$ cat config.mk
export PLATFORM = sky130hd
export DESIGN_NAME = s3f_ctrl
export DESIGN_NICKNAME = d
export VERILOG_FILES = /design/src/rtl/core/s3f_pkg.sv /design/src/rtl/core/s3f_ctrl.sv
export SDC_FILE = /design/constraint.sdc
export NUM_CORES = 1
export LEC_CHECK = 0
export BUFFER_PORTS_ARGS = -buffer_cell sky130_fd_sc_hd__buf_2
export CORE_UTILIZATION = 50
export CTS_CLUSTER_DIAMETER = 150
export DETAILED_ROUTE_END_ITERATION = 10
export PLACE_DENSITY = 0.85
export SYNTH_ARGS = -nofsm -noshare
export SYNTH_HDL_FRONTEND = slang
export SYNTH_SLANG_ARGS = --single-unit
$ cat constraint.sdc
create_clock -name clk -period 3.2 [get_ports clk]
set_clock_uncertainty 0.15 [all_clocks]
set_input_delay 0.64 -clock clk [delete_from_list [all_inputs] [get_ports clk]]
set_output_delay 0.64 -clock clk [all_outputs]
set_load 0.01 [all_outputs]
$ cat src/rtl/core/s3f_pkg.sv
package s3f_pkg;

    // Fixed field widths of the item and result.
    localparam int KEY_W = 64;
    localparam int CAP_W = 7;

    // Capacity after reset.
    localparam logic [CAP_W-1:0] CAP_RESET = 7'd64;

    // Division by ten as a reciprocal multiply, exact for 7-bit values.
    localparam logic [7:0] DIV10_MUL   = 8'd205;
    localparam int         DIV10_SHIFT = 11;

    // Operation codes.
    localparam logic [2:0] OP_INSERT = 3'd0;
    localparam logic [2:0] OP_TOUCH  = 3'd1;
    localparam logic [2:0] OP_REMOVE = 3'd2;
    localparam logic [2:0] OP_EVICT  = 3'd3;
    localparam logic [2:0] OP_QUERY  = 3'd4;

    // Result status codes.
    typedef enum logic [2:0] {
        ST_DONE     = 3'd0,
        ST_ALREADY  = 3'd1,
        ST_NOT_RES  = 3'd2,
        ST_FULL     = 3'd3,
        ST_NO_EVICT = 3'd4
    } status_t;

    // Source of the in_main result bit.
    typedef enum logic [1:0] {
        INM_NONE  = 2'd0,
        INM_ENTRY = 2'd1,
        INM_GHOST = 2'd2
    } inm_sel_t;

    // Logical offset used to address a queue.
    typedef enum logic [1:0] {
        QOFF_HEAD = 2'd0,
        QOFF_IDX  = 2'd1,
        QOFF_NEXT = 2'd2
    } qoff_t;

    // Commands from the controller to the datapath.
    typedef struct packed {
        logic     load;
        logic     scan_clr;
        logic     scan_inc;
        logic     ek_rd_scan;
        logic     lk_cmp;
        logic     ins_commit;
        logic     set_visited;
        logic     rm_clear;
        logic     sel_entry;
        logic     sel_small;
        logic     sel_main;
        logic     q_rd;
        qoff_t    q_off;
        logic     q_wr_shift;
        logic     q_dec;
        logic     g_rd;
        logic     g_cmp;
        logic     g_pop;
        logic     g_push;
        logic     ev_step;
        logic     ek_rd_victim;
        logic     victim_load;
        logic     done;
        status_t  res_status;
        inm_sel_t res_inm;
        logic     res_victim;
    } cmd_t;

    // Status from the datapath to the controller.
    typedef struct packed {
        logic hit;
        logic free_found;
        logic scan_last;
        logic lk_match;
        logic g_scan_end;
        logic q_scan_end;
        logic q_match;
        logic q_shift_end;
        logic ev_found;
        logic s_empty;
        logic m_empty;
        logic small_pick;
        logic sel_is_main;
        logic g_trim;
    } sts_t;

endpackage

$ cat src/rtl/core/s3f_ctrl.sv
module s3f_ctrl
    import s3f_pkg::*;
(
    input  logic       clk,
    input  logic       rst_n,
    input  logic       start,
    input  logic [2:0] operation,
    input  sts_t       sts,
    output logic       busy,
    output cmd_t       cmd
);

    typedef enum logic [16:0] {
        S_IDLE     = 17'h00001,
        S_LK_RD    = 17'h00002,
        S_LK_CMP   = 17'h00004,
        S_DISPATCH = 17'h00008,
        S_GE_RD    = 17'h00010,
        S_GE_CMP   = 17'h00020,
        S_INS_WR   = 17'h00040,
        S_RQ_RD    = 17'h00080,
        S_RQ_CMP   = 17'h00100,
        S_SH_RD    = 17'h00200,
        S_SH_WR    = 17'h00400,
        S_EV_START = 17'h00800,
        S_EV_RD    = 17'h01000,
        S_EV_STEP  = 17'h02000,
        S_EV_KEY   = 17'h04000,
        S_EV_LOAD  = 17'h08000,
        S_GP_TRIM  = 17'h10000
    } state_t;

    state_t     state_reg, state_next;
    logic [2:0] op_reg, op_next;

    // State and operation registers.
    always_ff @(posedge clk or negedge rst_n)
    begin
        if (!rst_n)
        begin
            state_reg <= S_IDLE;
            op_reg    <= OP_INSERT;
        end
        else
        begin
            state_reg <= state_next;
            op_reg    <= op_next;
        end
    end

    assign busy = (state_reg != S_IDLE);

    // Next state and command decode.
    always_comb
    begin
        cmd        = '0;
        state_next = state_reg;
        op_next    = op_reg;
        case (state_reg)
            S_IDLE:
            begin
                if (start)
                begin
                    op_next  = operation;
                    cmd.load = 1'b1;
                    if (operation inside {OP_INSERT, OP_TOUCH, OP_REMOVE, OP_QUERY})
                    begin
                        state_next = S_LK_RD;
                    end
                    else if (operation == OP_EVICT)
                    begin
                        state_next = S_EV_START;
                    end
                    else
                    begin
                        cmd.done       = 1'b1;
                        cmd.res_status = ST_DONE;
                    end
                end
            end
            S_LK_RD:
            begin
                cmd.ek_rd_scan = 1'b1;
                state_next     = S_LK_CMP;
            end
            S_LK_CMP:
            begin
                cmd.lk_cmp = 1'b1;
                if (sts.lk_match || sts.scan_last)
                begin
                    state_next = S_DISPATCH;
                end
                else
                begin
                    cmd.scan_inc = 1'b1;
                    state_next   = S_LK_RD;
                end
            end
            S_DISPATCH:
            begin
                case (op_reg)
                    OP_INSERT:
                    begin
                        if (sts.hit)
                        begin
                            cmd.set_visited = 1'b1;
                            cmd.done        = 1'b1;
                            cmd.res_status  = ST_ALREADY;
                            cmd.res_inm     = INM_ENTRY;
                            state_next      = S_IDLE;
                        end
                        else if (!sts.free_found)
                        begin
                            cmd.done       = 1'b1;
                            cmd.res_status = ST_FULL;
                            state_next     = S_IDLE;
                        end
                        else
                        begin
                            cmd.scan_clr = 1'b1;
                            state_next   = S_GE_RD;
                        end
                    end
                    OP_TOUCH, OP_QUERY:
                    begin
                        cmd.done   = 1'b1;
                        state_next = S_IDLE;
                        if (sts.hit)
                        begin
                            cmd.set_visited = (op_reg == OP_TOUCH);
                            cmd.res_status  = ST_DONE;
                            cmd.res_inm     = INM_ENTRY;
                        end
                        else
                        begin
                            cmd.res_status = ST_NOT_RES;
                        end
                    end
                    OP_REMOVE:
                    begin
                        cmd.scan_clr = 1'b1;
                        if (sts.hit)
                        begin
                            cmd.sel_entry = 1'b1;
                            state_next    = S_RQ_RD;
                        end
                        else
                        begin
                            state_next = S_GE_RD;
                        end
                    end
                    default:
                    begin
                        cmd.done       = 1'b1;
                        cmd.res_status = ST_DONE;
                        state_next     = S_IDLE;
                    end
                endcase
            end
            // Walk the ghost history and erase every copy of the key.
            S_GE_RD:
            begin
                if (sts.g_scan_end)
                begin
                    case (op_reg)
                        OP_INSERT:
                        begin
                            state_next = S_INS_WR;
                        end
                        OP_REMOVE:
                        begin
                            cmd.done       = 1'b1;
                            cmd.res_status = sts.hit ? ST_DONE : ST_NOT_RES;
                            state_next     = S_IDLE;
                        end
                        OP_EVICT:
                        begin
                            state_next = S_GP_TRIM;
                        end
                        default:
                        begin
                            cmd.done       = 1'b1;
                            cmd.res_status = ST_DONE;
                            state_next     = S_IDLE;
                        end
                    endcase
                end
                else
                begin
                    cmd.g_rd   = 1'b1;
                    state_next = S_GE_CMP;
                end
            end
            S_GE_CMP:
            begin
                cmd.g_cmp    = 1'b1;
                cmd.scan_inc = 1'b1;
                state_next   = S_GE_RD;
            end
            S_INS_WR:
            begin
                cmd.ins_commit = 1'b1;
                cmd.done       = 1'b1;
                cmd.res_status = ST_DONE;
                cmd.res_inm    = INM_GHOST;
                state_next     = S_IDLE;
            end
            // Find the removed slot in its queue.
            S_RQ_RD:
            begin
                if (sts.q_scan_end)
                begin
                    cmd.rm_clear = 1'b1;
                    cmd.scan_clr = 1'b1;
                    state_next   = S_GE_RD;
                end
                else
                begin
                    cmd.q_rd   = 1'b1;
                    cmd.q_off  = QOFF_IDX;
                    state_next = S_RQ_CMP;
                end
            end
            S_RQ_CMP:
            begin
                if (sts.q_match)
                begin
                    state_next = S_SH_RD;
                end
                else
                begin
                    cmd.scan_inc = 1'b1;
                    state_next   = S_RQ_RD;
                end
            end
            // Close the gap by moving later slots one place forward.
            S_SH_RD:
            begin
                if (sts.q_shift_end)
                begin
                    cmd.q_dec    = 1'b1;
                    cmd.rm_clear = 1'b1;
                    cmd.scan_clr = 1'b1;
                    state_next   = S_GE_RD;
                end
                else
                begin
                    cmd.q_rd   = 1'b1;
                    cmd.q_off  = QOFF_NEXT;
                    state_next = S_SH_WR;
                end
            end
            S_SH_WR:
            begin
                cmd.q_wr_shift = 1'b1;
                cmd.scan_inc   = 1'b1;
                state_next     = S_SH_RD;
            end
            // Choose the queue to drain.
            S_EV_START:
            begin
                if (sts.s_empty && sts.m_empty)
                begin
                    cmd.done       = 1'b1;
                    cmd.res_status = ST_NO_EVICT;
                    state_next     = S_IDLE;
                end
                else if (sts.small_pick)
                begin
                    cmd.sel_small = 1'b1;
                    state_next    = S_EV_RD;
                end
                else
                begin
                    cmd.sel_main = 1'b1;
                    state_next   = S_EV_RD;
                end
            end
            S_EV_RD:
            begin
                if (!sts.sel_is_main && sts.s_empty)
                begin
                    cmd.sel_main = 1'b1;
                end
                else if (sts.sel_is_main && sts.m_empty)
                begin
                    cmd.done       = 1'b1;
                    cmd.res_status = ST_NO_EVICT;
                    state_next     = S_IDLE;
                end
                else
                begin
                    cmd.q_rd   = 1'b1;
                    cmd.q_off  = QOFF_HEAD;
                    state_next = S_EV_STEP;
                end
            end
            S_EV_STEP:
            begin
                cmd.ev_step = 1'b1;
                state_next  = sts.ev_found ? S_EV_KEY : S_EV_RD;
            end
            S_EV_KEY:
            begin
                cmd.ek_rd_victim = 1'b1;
                state_next       = S_EV_LOAD;
            end
            S_EV_LOAD:
            begin
                cmd.victim_load = 1'b1;
                if (sts.sel_is_main)
                begin
                    cmd.done       = 1'b1;
                    cmd.res_status = ST_DONE;
                    cmd.res_victim = 1'b1;
                    state_next     = S_IDLE;
                end
                else
                begin
                    cmd.scan_clr = 1'b1;
                    state_next   = S_GE_RD;
                end
            end
            // Age out old ghost entries, then append the victim.
            S_GP_TRIM:
            begin
                if (sts.g_trim)
                begin
                    cmd.g_pop = 1'b1;
                end
                else
                begin
                    cmd.g_push     = 1'b1;
                    cmd.done       = 1'b1;
                    cmd.res_status = ST_DONE;
                    cmd.res_victim = 1'b1;
                    state_next     = S_IDLE;
                end
            end
            default:
            begin
                state_next = S_IDLE;
            end
        endcase
    end

endmodule

==> flow_results.org, run 1 <==
** Pwr
- Total power per unit cell area :: 497 nW/um2
- Internal power :: 0.566 mW
- The design draws 1.02 mW.
- The analysis attributes to net switching a power of 0.457 mW.
- Switching power share of the total :: 44.7%
- Per report_power, the sequential group accounts for 36.3% of the total.
- Fraction of power consumed by the clock network :: 15.2%
- Worst vdd ir :: 0.585 mV
- Total leakage power :: 1.02 nW
- Portion of total power attributed to combinational logic :: 48.5%

** Finish
- The finished layout holds 274 standard cells, fillers aside.
- Proportion of layout cells with a drive suffix above 1 :: 41.6%
- 0 antenna diodes ended up in the layout.
- In the final design database the tool counted 264 nets.
- After routing the design area is 2060 um2.
- Layout filler cell count :: 200
- Compared with the post-synthesis result, the final layout area differs by 34.9%.
- Max reg flops :: 17

** Logic synthesis
- Yosys mapped a number of flops with a built-in enable equal to 0.
- Counting flops with an async set or reset pin after synthesis yields a share of 100%.
- Post-Syn Nets :: 197
- Synth cell count leaders :: dfrtp_1, nand2_1, nor2_1, nor4_1, inv_1
- A synthesized cell averages 8.62 um2.
- Count leader, synth :: dfrtp_1
- Biggest area consumer among synthesized cells :: dfrtp_1
- Count of distinct cell types in the synthesized netlist :: 49
- After synthesis, the largest area contributor takes up 31.2% of total cell area.
- Area contributors post-synth :: dfrtp_1, nor4_1, nand2_1
- After synthesis, flip-flops and latches occupy 32.9% of the total area.
- Number of standard cells after synthesis :: 177
- The synthesized design contains 20 register bits.
- Among all flip-flop cells after synthesis, the most frequent one is dfrtp_1.
- Total of warnings raised by yosys :: 0
- In this run the cell area of the synthesized design comes to 1530 um2.

** STA
- For this run, the top clock speed supported by timing is 312 MHz.
- Setup slack on the critical path of the routed design comes to -0.00103 ns.
- Setup repair after global routing could not meet its margin everywhere.
- The tightest hold path in the finished design has a slack of 0.105 ns.
- Slew of the pin with the lowest slew margin :: 0.590 ns
- Ratio of final minimum period to clock period :: 100%
- Final hold violation count :: 0
- The count of pins over their slew limit came to 0.
- The smallest clock period supported by the final layout is computed as 3.20 ns.
- Max-slew headroom at the worst pin :: 60.1%
- Setup violations remaining at the end of the flow were counted as 1.

** Placed design
- Routability congestion estimate from global placement :: 0.895
- Cell area after placement :: 1800 um2
- Detail Placement HPWL :: 3160 um
- Number of placed cells counting well taps :: 254
- The count of buffers added on input and output ports is 50.

** Clock network
- Clock latency on the worst-skew pair, taken at its later pin, is 0.31 ns.
- TritonCTS built the clock tree.
- Hold-fix buffers, CTS :: 0
- In this run the deepest clock path goes through 2 buffers.
- Total clock sinks :: 20
- Clock Tree Root :: clkbuf_4
- After clock tree synthesis, the clock-pin slew on the worst setup and hold paths is 0.13 ns.
- The number of clock buffers added by TritonCTS is 3.
- CTS built an H-tree with a depth of 1.

** Run
- The tool flagged a number of max-cap violations equal to 0.

** Detailed routing
- Detail Route Antenna Nets :: 0
- Dividing the detail-routed via count by the number of cells gives 6.26.
- In the final routed layout, each cell accounts on average for 17.1 um.
- Pre-antenna DRT Iters :: 8
- Number of design rule violations left after detail routing :: 5
- Across all layers, the routed design uses 1,714 vias.
- Total routed wirelength :: 4680 um
- Iteration-0 DRC count of the detailed router :: 69

** Floorplan
- Die extent in y :: 57.2 um
- The die is 57.2 um wide.
- Starting density of the core :: 53.9%
- Die area :: 3280 um2
- Core box area :: 2830 um2
- After floorplanning, the core was divided into 19 placement rows.
- I/O pin count :: 51

** Worst hold path
- Path category of the worst min-delay check :: in -> async

** GRT
- Via count of the first global-routing pass :: 1,461
- Across every metal layer, demand over resource in global routing totals 26.2%.
- Global routing finished with a remaining overflow of 0.
- Pin count of the biggest net entering global routing :: 21
- Wire length of the first global-routing pass :: 6540 um
- Number of antenna violations at the first check in global routing :: 0

** Worst setup path
- STA classifies the critical path endpoint as a primary output.
- At the worst endpoint, the arrival time is 2.41 ns.
- Highest-delay cell along the critical path :: or4_4
- STA puts the critical path data required time at 2.41 ns.
- Delay of the slowest critical-path stage :: 0.55 ns
- Traced cell by cell, the critical path runs through or4_4 -> nor3_1 -> nand4_1 -> and3b_1 -> nand2_1 -> o221a_1 -> buf_2.
- Crit path kind :: reg -> out
- In this run the worst path has a maximum fanout of 4.
- STA classifies the critical path startpoint as a flop.

** Run status
- The checks that failed: DRC, setup timing.
- The run finished, with violations left.
-- worst max-delay path: cells and delay by family, from the launching register on --
kind	cells	cell delay, ns
flops	1	0.47
compound gates	1	0.17
simple gates	5	1.33
buf+inv	1	0.12
-- cell type report --
| class | instances | area, um2 | area share (%) |
|---|---|---|---|
| flip-flops and latches | 20 | 509 | 24.8 |
| clock buffers | 4 | 36.3 | 1.76 |
| well taps | 31 | 38.8 | 1.89 |
| inverters | 9 | 33.8 | 1.64 |
| multi-input cells | 142 | 1050 | 51.2 |
| repair buffers | 68 | 385 | 18.7 |
-- cell families (layout without fill, tap and decap cells) --
group                  count (synthesis)  after routing  share of synthesized area, %
multiplexers                           3              3                          2.21
AO/OA/AOI/OAI                         28             28                          13.0
AND/OR/NAND/NOR                      107            107                          45.5
XOR/XNOR                               4              4                          2.30
flip-flops                            20             20                          32.9
buffers and inverters                 15             81                          4.10
-- placed cells by master (no fill, tap or decap), types with 3 or more instances in the layout --
cell	n
nor4_1	11
nor3_1	7
nand2b_1	8
mux2_1	3
buf_2	50
o21ai_0	4
nor3_4	3
nand3_1	3
clkbuf_4	3
nand2_2	3
dfrtp_1	13
buf_4	18
or3_1	3
a21oi_1	7
inv_1	9
nor2_1	16
nand2_1	15
nor2b_1	6
nor4_4	4
and4_1	4
dfrtp_2	6
nand4_1	3
-- worst paths after layout --
path                              start      endpoint  slack (ns)  cells past startpoint
max                        state_reg[4]        cmd[4]      -0.001                      7
min                               rst_n  state_reg[2]        0.11                      1
max reg2reg                state_reg[6]  state_reg[0]        0.84                      8
min reg2reg                   op_reg[0]     op_reg[0]        0.48                      1
max in group asynchronous         rst_n  state_reg[0]        2.44                      1
min in group clk                 sts[8]  state_reg[8]        0.34                      2
-- what timing repair did --
item                       in CTS  in global routing
setup endpoints to repair       6                 13
buffers inserted                5                 11
pin swaps                       5                  9
resized for setup               5                 20
hold endpoints to repair        0                  0
-- metrics by stage --
step | setup WS (ns) | util [%] | TNS, ns
6_report | -0.00103 | 72.7 | -0.00103
5_1_grt | -0.133 | 72.7 | -0.550
4_1_cts | 0.0164 | 67.1 | 0
3_5_place_dp | 0.177 | 63.6 | 0
3_3_place_gp | 0.244 | 63.6 | 0
2_1_floorplan | 0.371 | - | 0
-- power groups by stage --
stage / combinational, mW / clock [mW] / sequential [mW]
2_1_floorplan: 0.322 / 0 / 0.336
3_3_place_gp: 0.393 / 0 / 0.362
3_5_place_dp: 0.398 / 0 / 0.363
4_1_cts: 0.419 / 0.150 / 0.360
5_1_grt: 0.540 / 0.161 / 0.377
6_report: 0.496 / 0.155 / 0.371
-- layer usage --
metal	GRT usage, %	vias up	part of all wire [%]
li1	-	801	-
met1	34.3	820	41
met2	44.5	85	50
met3	2.49	8	6.7
met4	10.8	0	1.6
met5	0	-	0
Note: power is estimated with default switching activity, not from simulation.
==> inputs of run 2 (changes only) <==
--- a/config.mk
+++ b/config.mk
@@ -5,7 +5,7 @@
 export SDC_FILE = /design/constraint.sdc
 export NUM_CORES = 1
 export LEC_CHECK = 0
-export BUFFER_PORTS_ARGS = -buffer_cell sky130_fd_sc_hd__buf_2
+export BUFFER_PORTS_ARGS = -buffer_cell sky130_fd_sc_hd__buf_4
 export CORE_UTILIZATION = 50
 export CTS_CLUSTER_DIAMETER = 150
 export DETAILED_ROUTE_END_ITERATION = 10
==> run 2 against run 1 <==
Compared with the run above: total power decreased by 0.28%; core utilization up 4.5 points; clock power down 15%; the flow still finishes with violations (DRC, setup timing); sequential cell count unchanged.
==> flow_results.org, run 2 (synthesis gave the netlist of run 1 again) <==
** Placed design
- The cell area reported after detailed placement was 1930 um2 (+7.4%).
- The count of buffers inserted at the top-level ports is 50 (unchanged).
- The post-detailed-placement half-perimeter wirelength came to 3470 um (+9.8%).
- The final weighted congestion in routability-driven placement is 0.930 (+3.9%).
- The placed cell count came to 255 (+0.39%).

** Worst hold path
- Path category of the worst min-delay check :: in -> async

** GRT
- Wire length of the first global-routing pass :: 7450 um (+14%)
- Via count of the first global-routing pass :: 1,584 (+8.4%)
- Global-route usage over all layers :: 29.9% (+3.7 points)
- Total global routing overflow :: 0 (unchanged)
- Number of antenna violations at the first check in global routing :: 0 (unchanged)
- Pin count of the biggest net entering global routing :: 21 (unchanged)

** Clock network
- Clock-pin transition on the worst setup and hold timing paths :: 0.12 ns (about the same)
- The number of buffers inserted during clock tree synthesis came to 3 (unchanged).
- Maximum root-to-sink buffer count :: 2 (unchanged)
- The clock latency on the worst-skew pair was 0.31 ns (about the same).
- Total clock sinks :: 20 (unchanged)
- The root buffer cell chosen for the clock tree is clkbuf_4.
- TritonCTS built the clock tree.
- H-tree levels :: 1 (unchanged)
- The number of buffers inserted for hold repair after clock tree synthesis came to 0 (unchanged).

** Finish
- In the layout the commonest cells are buf_4, nor2_1, nand2_1.
- The non-filler instance count after layout was 274 (unchanged).
- From synthesis to final layout, the design area changed by 43.2%.
- Proportion of layout cells with a drive suffix above 1 :: 42.4% (+0.82 points)
- The count of antenna diodes in the layout is 0 (unchanged).
- The cell area after layout was 2180 um2 (+6.2%).
- The total number of nets in the final design came to 264 (unchanged).
- Layout filler cell count :: 189 (-5.5%)
- The number of flip-flops in the largest register came to 17 (unchanged).
- The library cell used most frequently in the layout, excluding fill and tap cells, is buf_4.

** Floorplan
- Core box area :: 2830 um2 (unchanged)
- Die extent in y :: 57.2 um (unchanged)
- The number of cell rows came to 19 (unchanged).
- Die area :: 3280 um2 (unchanged)
- Starting density of the core :: 53.9% (unchanged)
- The total I/O pin count is 51 (unchanged).
- Width of the die :: 57.2 um (unchanged)

** STA
- The tightest hold margin is 0.0428 ns (-0.0624 ns).
- The final period demand of the worst path is 3.24 ns (+0.0436 ns).
- Post-route worst setup slack :: -0.0446 ns (-0.0436 ns)
- The number of hold violations in the final report was 0 (unchanged).
- Final count of negative-setup-slack endpoints :: 2 (+1)
- Ratio of final minimum period to clock period :: 101% (+1.4 points)
- The actual slew at the worst max-slew pin is 0.633 ns (+0.0434 ns).
- Max-slew violation count :: 0 (unchanged)
- The fmax was 308 MHz (-1.3%).
- The accumulated negative setup slack was -0.0826 ns (-0.0816 ns).
- The tightest slew margin relative to the limit came to 57.4% (-2.7 points).
- Setup repair after global routing missed its margin :: yes

** Detailed routing
- Via density :: 6.30 (+0.76%)
- The number of DRC violations after detailed-routing iteration 0 was 149 (+120%).
- Count of vias placed by the detailed router :: 1,727 (+0.76%)
- Number of design rule violations left after detail routing :: 2 (-3)
- Detail Route Antenna Nets :: 0 (unchanged)
- The routed wire length came to 4980 um (+6.4%).
- Pre-antenna DRT Iters :: 7 (-1)
- The average wire per cell in the routed design came to 18.2 um (+6.4%).

** Run status
- Violations in the final reports :: DRC, setup timing
- The flow ran to the end, but the final reports show violations.

** Worst setup path
- Kind of end point of the critical path :: primary output
- Critical path data arrival time :: 2.45 ns (+0.04 ns)
- Crit path kind :: reg -> out
- The critical path data required time is 2.41 ns (about the same).
- The maximum fanout along the worst path is 7 (+3).
- Critical Path Source Type :: flop

** Pwr
- Total leakage power :: 1.03 nW (+1.0%)
- The total power per unit cell area came to 467 nW/um2 (-6.1%).
- The power consumption was 1.02 mW (-0.28%).
- The worst ir drop on vdd was 0.370 mV (-37%).

** Run
- Maxcap violations :: 0 (unchanged)
run 2: where the power goes:
part           internal (mW)  switching, mW
Sequential             0.294         0.0780
Clock                 0.0487         0.0832
Combinational          0.229          0.287
run 2: final timing paths:
| check | start | depth (start not counted) | slack [ns] | endpoint |
|---|---|---|---|---|
| min in group clk | sts[8] | 2 | 0.33 | state_reg[8] |
| hold / removal | rst_n | 1 | 0.04 | state_reg[15] |
| max in group asynchronous | rst_n | 1 | 2.58 | state_reg[0] |
| hold reg to reg | op_reg[0] | 1 | 0.49 | op_reg[0] |
| setup / recovery | state_reg[4] | 7 | -0.04 | cmd[4] |
| setup reg to reg | state_reg[15] | 7 | 0.79 | state_reg[0] |
run 2: timing repair:
| item | in CTS | in global routing |
|---|---|---|
| endpoints found under the setup margin | 6 | 9 |
| pin swaps | 1 | 10 |
| resized for setup | 5 | 23 |
| buffers inserted | 1 | 14 |
run 2: per-layer routing:
layer | up-vias | share of wire [%] | GRT usage, %
li1 | 800 | - | -
met1 | 795 | 39 | 38.6
met2 | 113 | 50 | 51.6
met3 | 19 | 7.6 | 2.27
met4 | 0 | 3.5 | 12.5
met5 | - | 0 | 0
run 2: area by class of cell:
cell class / instances / area, um2 / share of cell area (%)
Multi-Input combinational cell: 142 / 1070 / 48.8
Timing Repair Buffer: 68 / 510 / 23.4
Sequential cell: 20 / 509 / 23.3
Tap cell: 31 / 38.8 / 1.78
Inverter: 9 / 33.8 / 1.55
Clock buffer: 4 / 26.3 / 1.20
run 2: through the flow:
step / setup WS [ns] / util (%)
CTS: -0.0825 / 70.2
floorplan: 0.371 / -
finish: -0.0446 / 77.2
global route: -0.154 / 77.2
detailed placement: 0.194 / 68.3
global placement: 0.284 / 68.3
run 2: critical path: stages, from the launching register on:
cell	delay (ns)
dfrtp_2	0.49
nor4_4	0.42
nand3_2	0.17
nor4b_4	0.44
and3b_1	0.24
nand2_1	0.07
o221a_1	0.20
buf_4	0.12
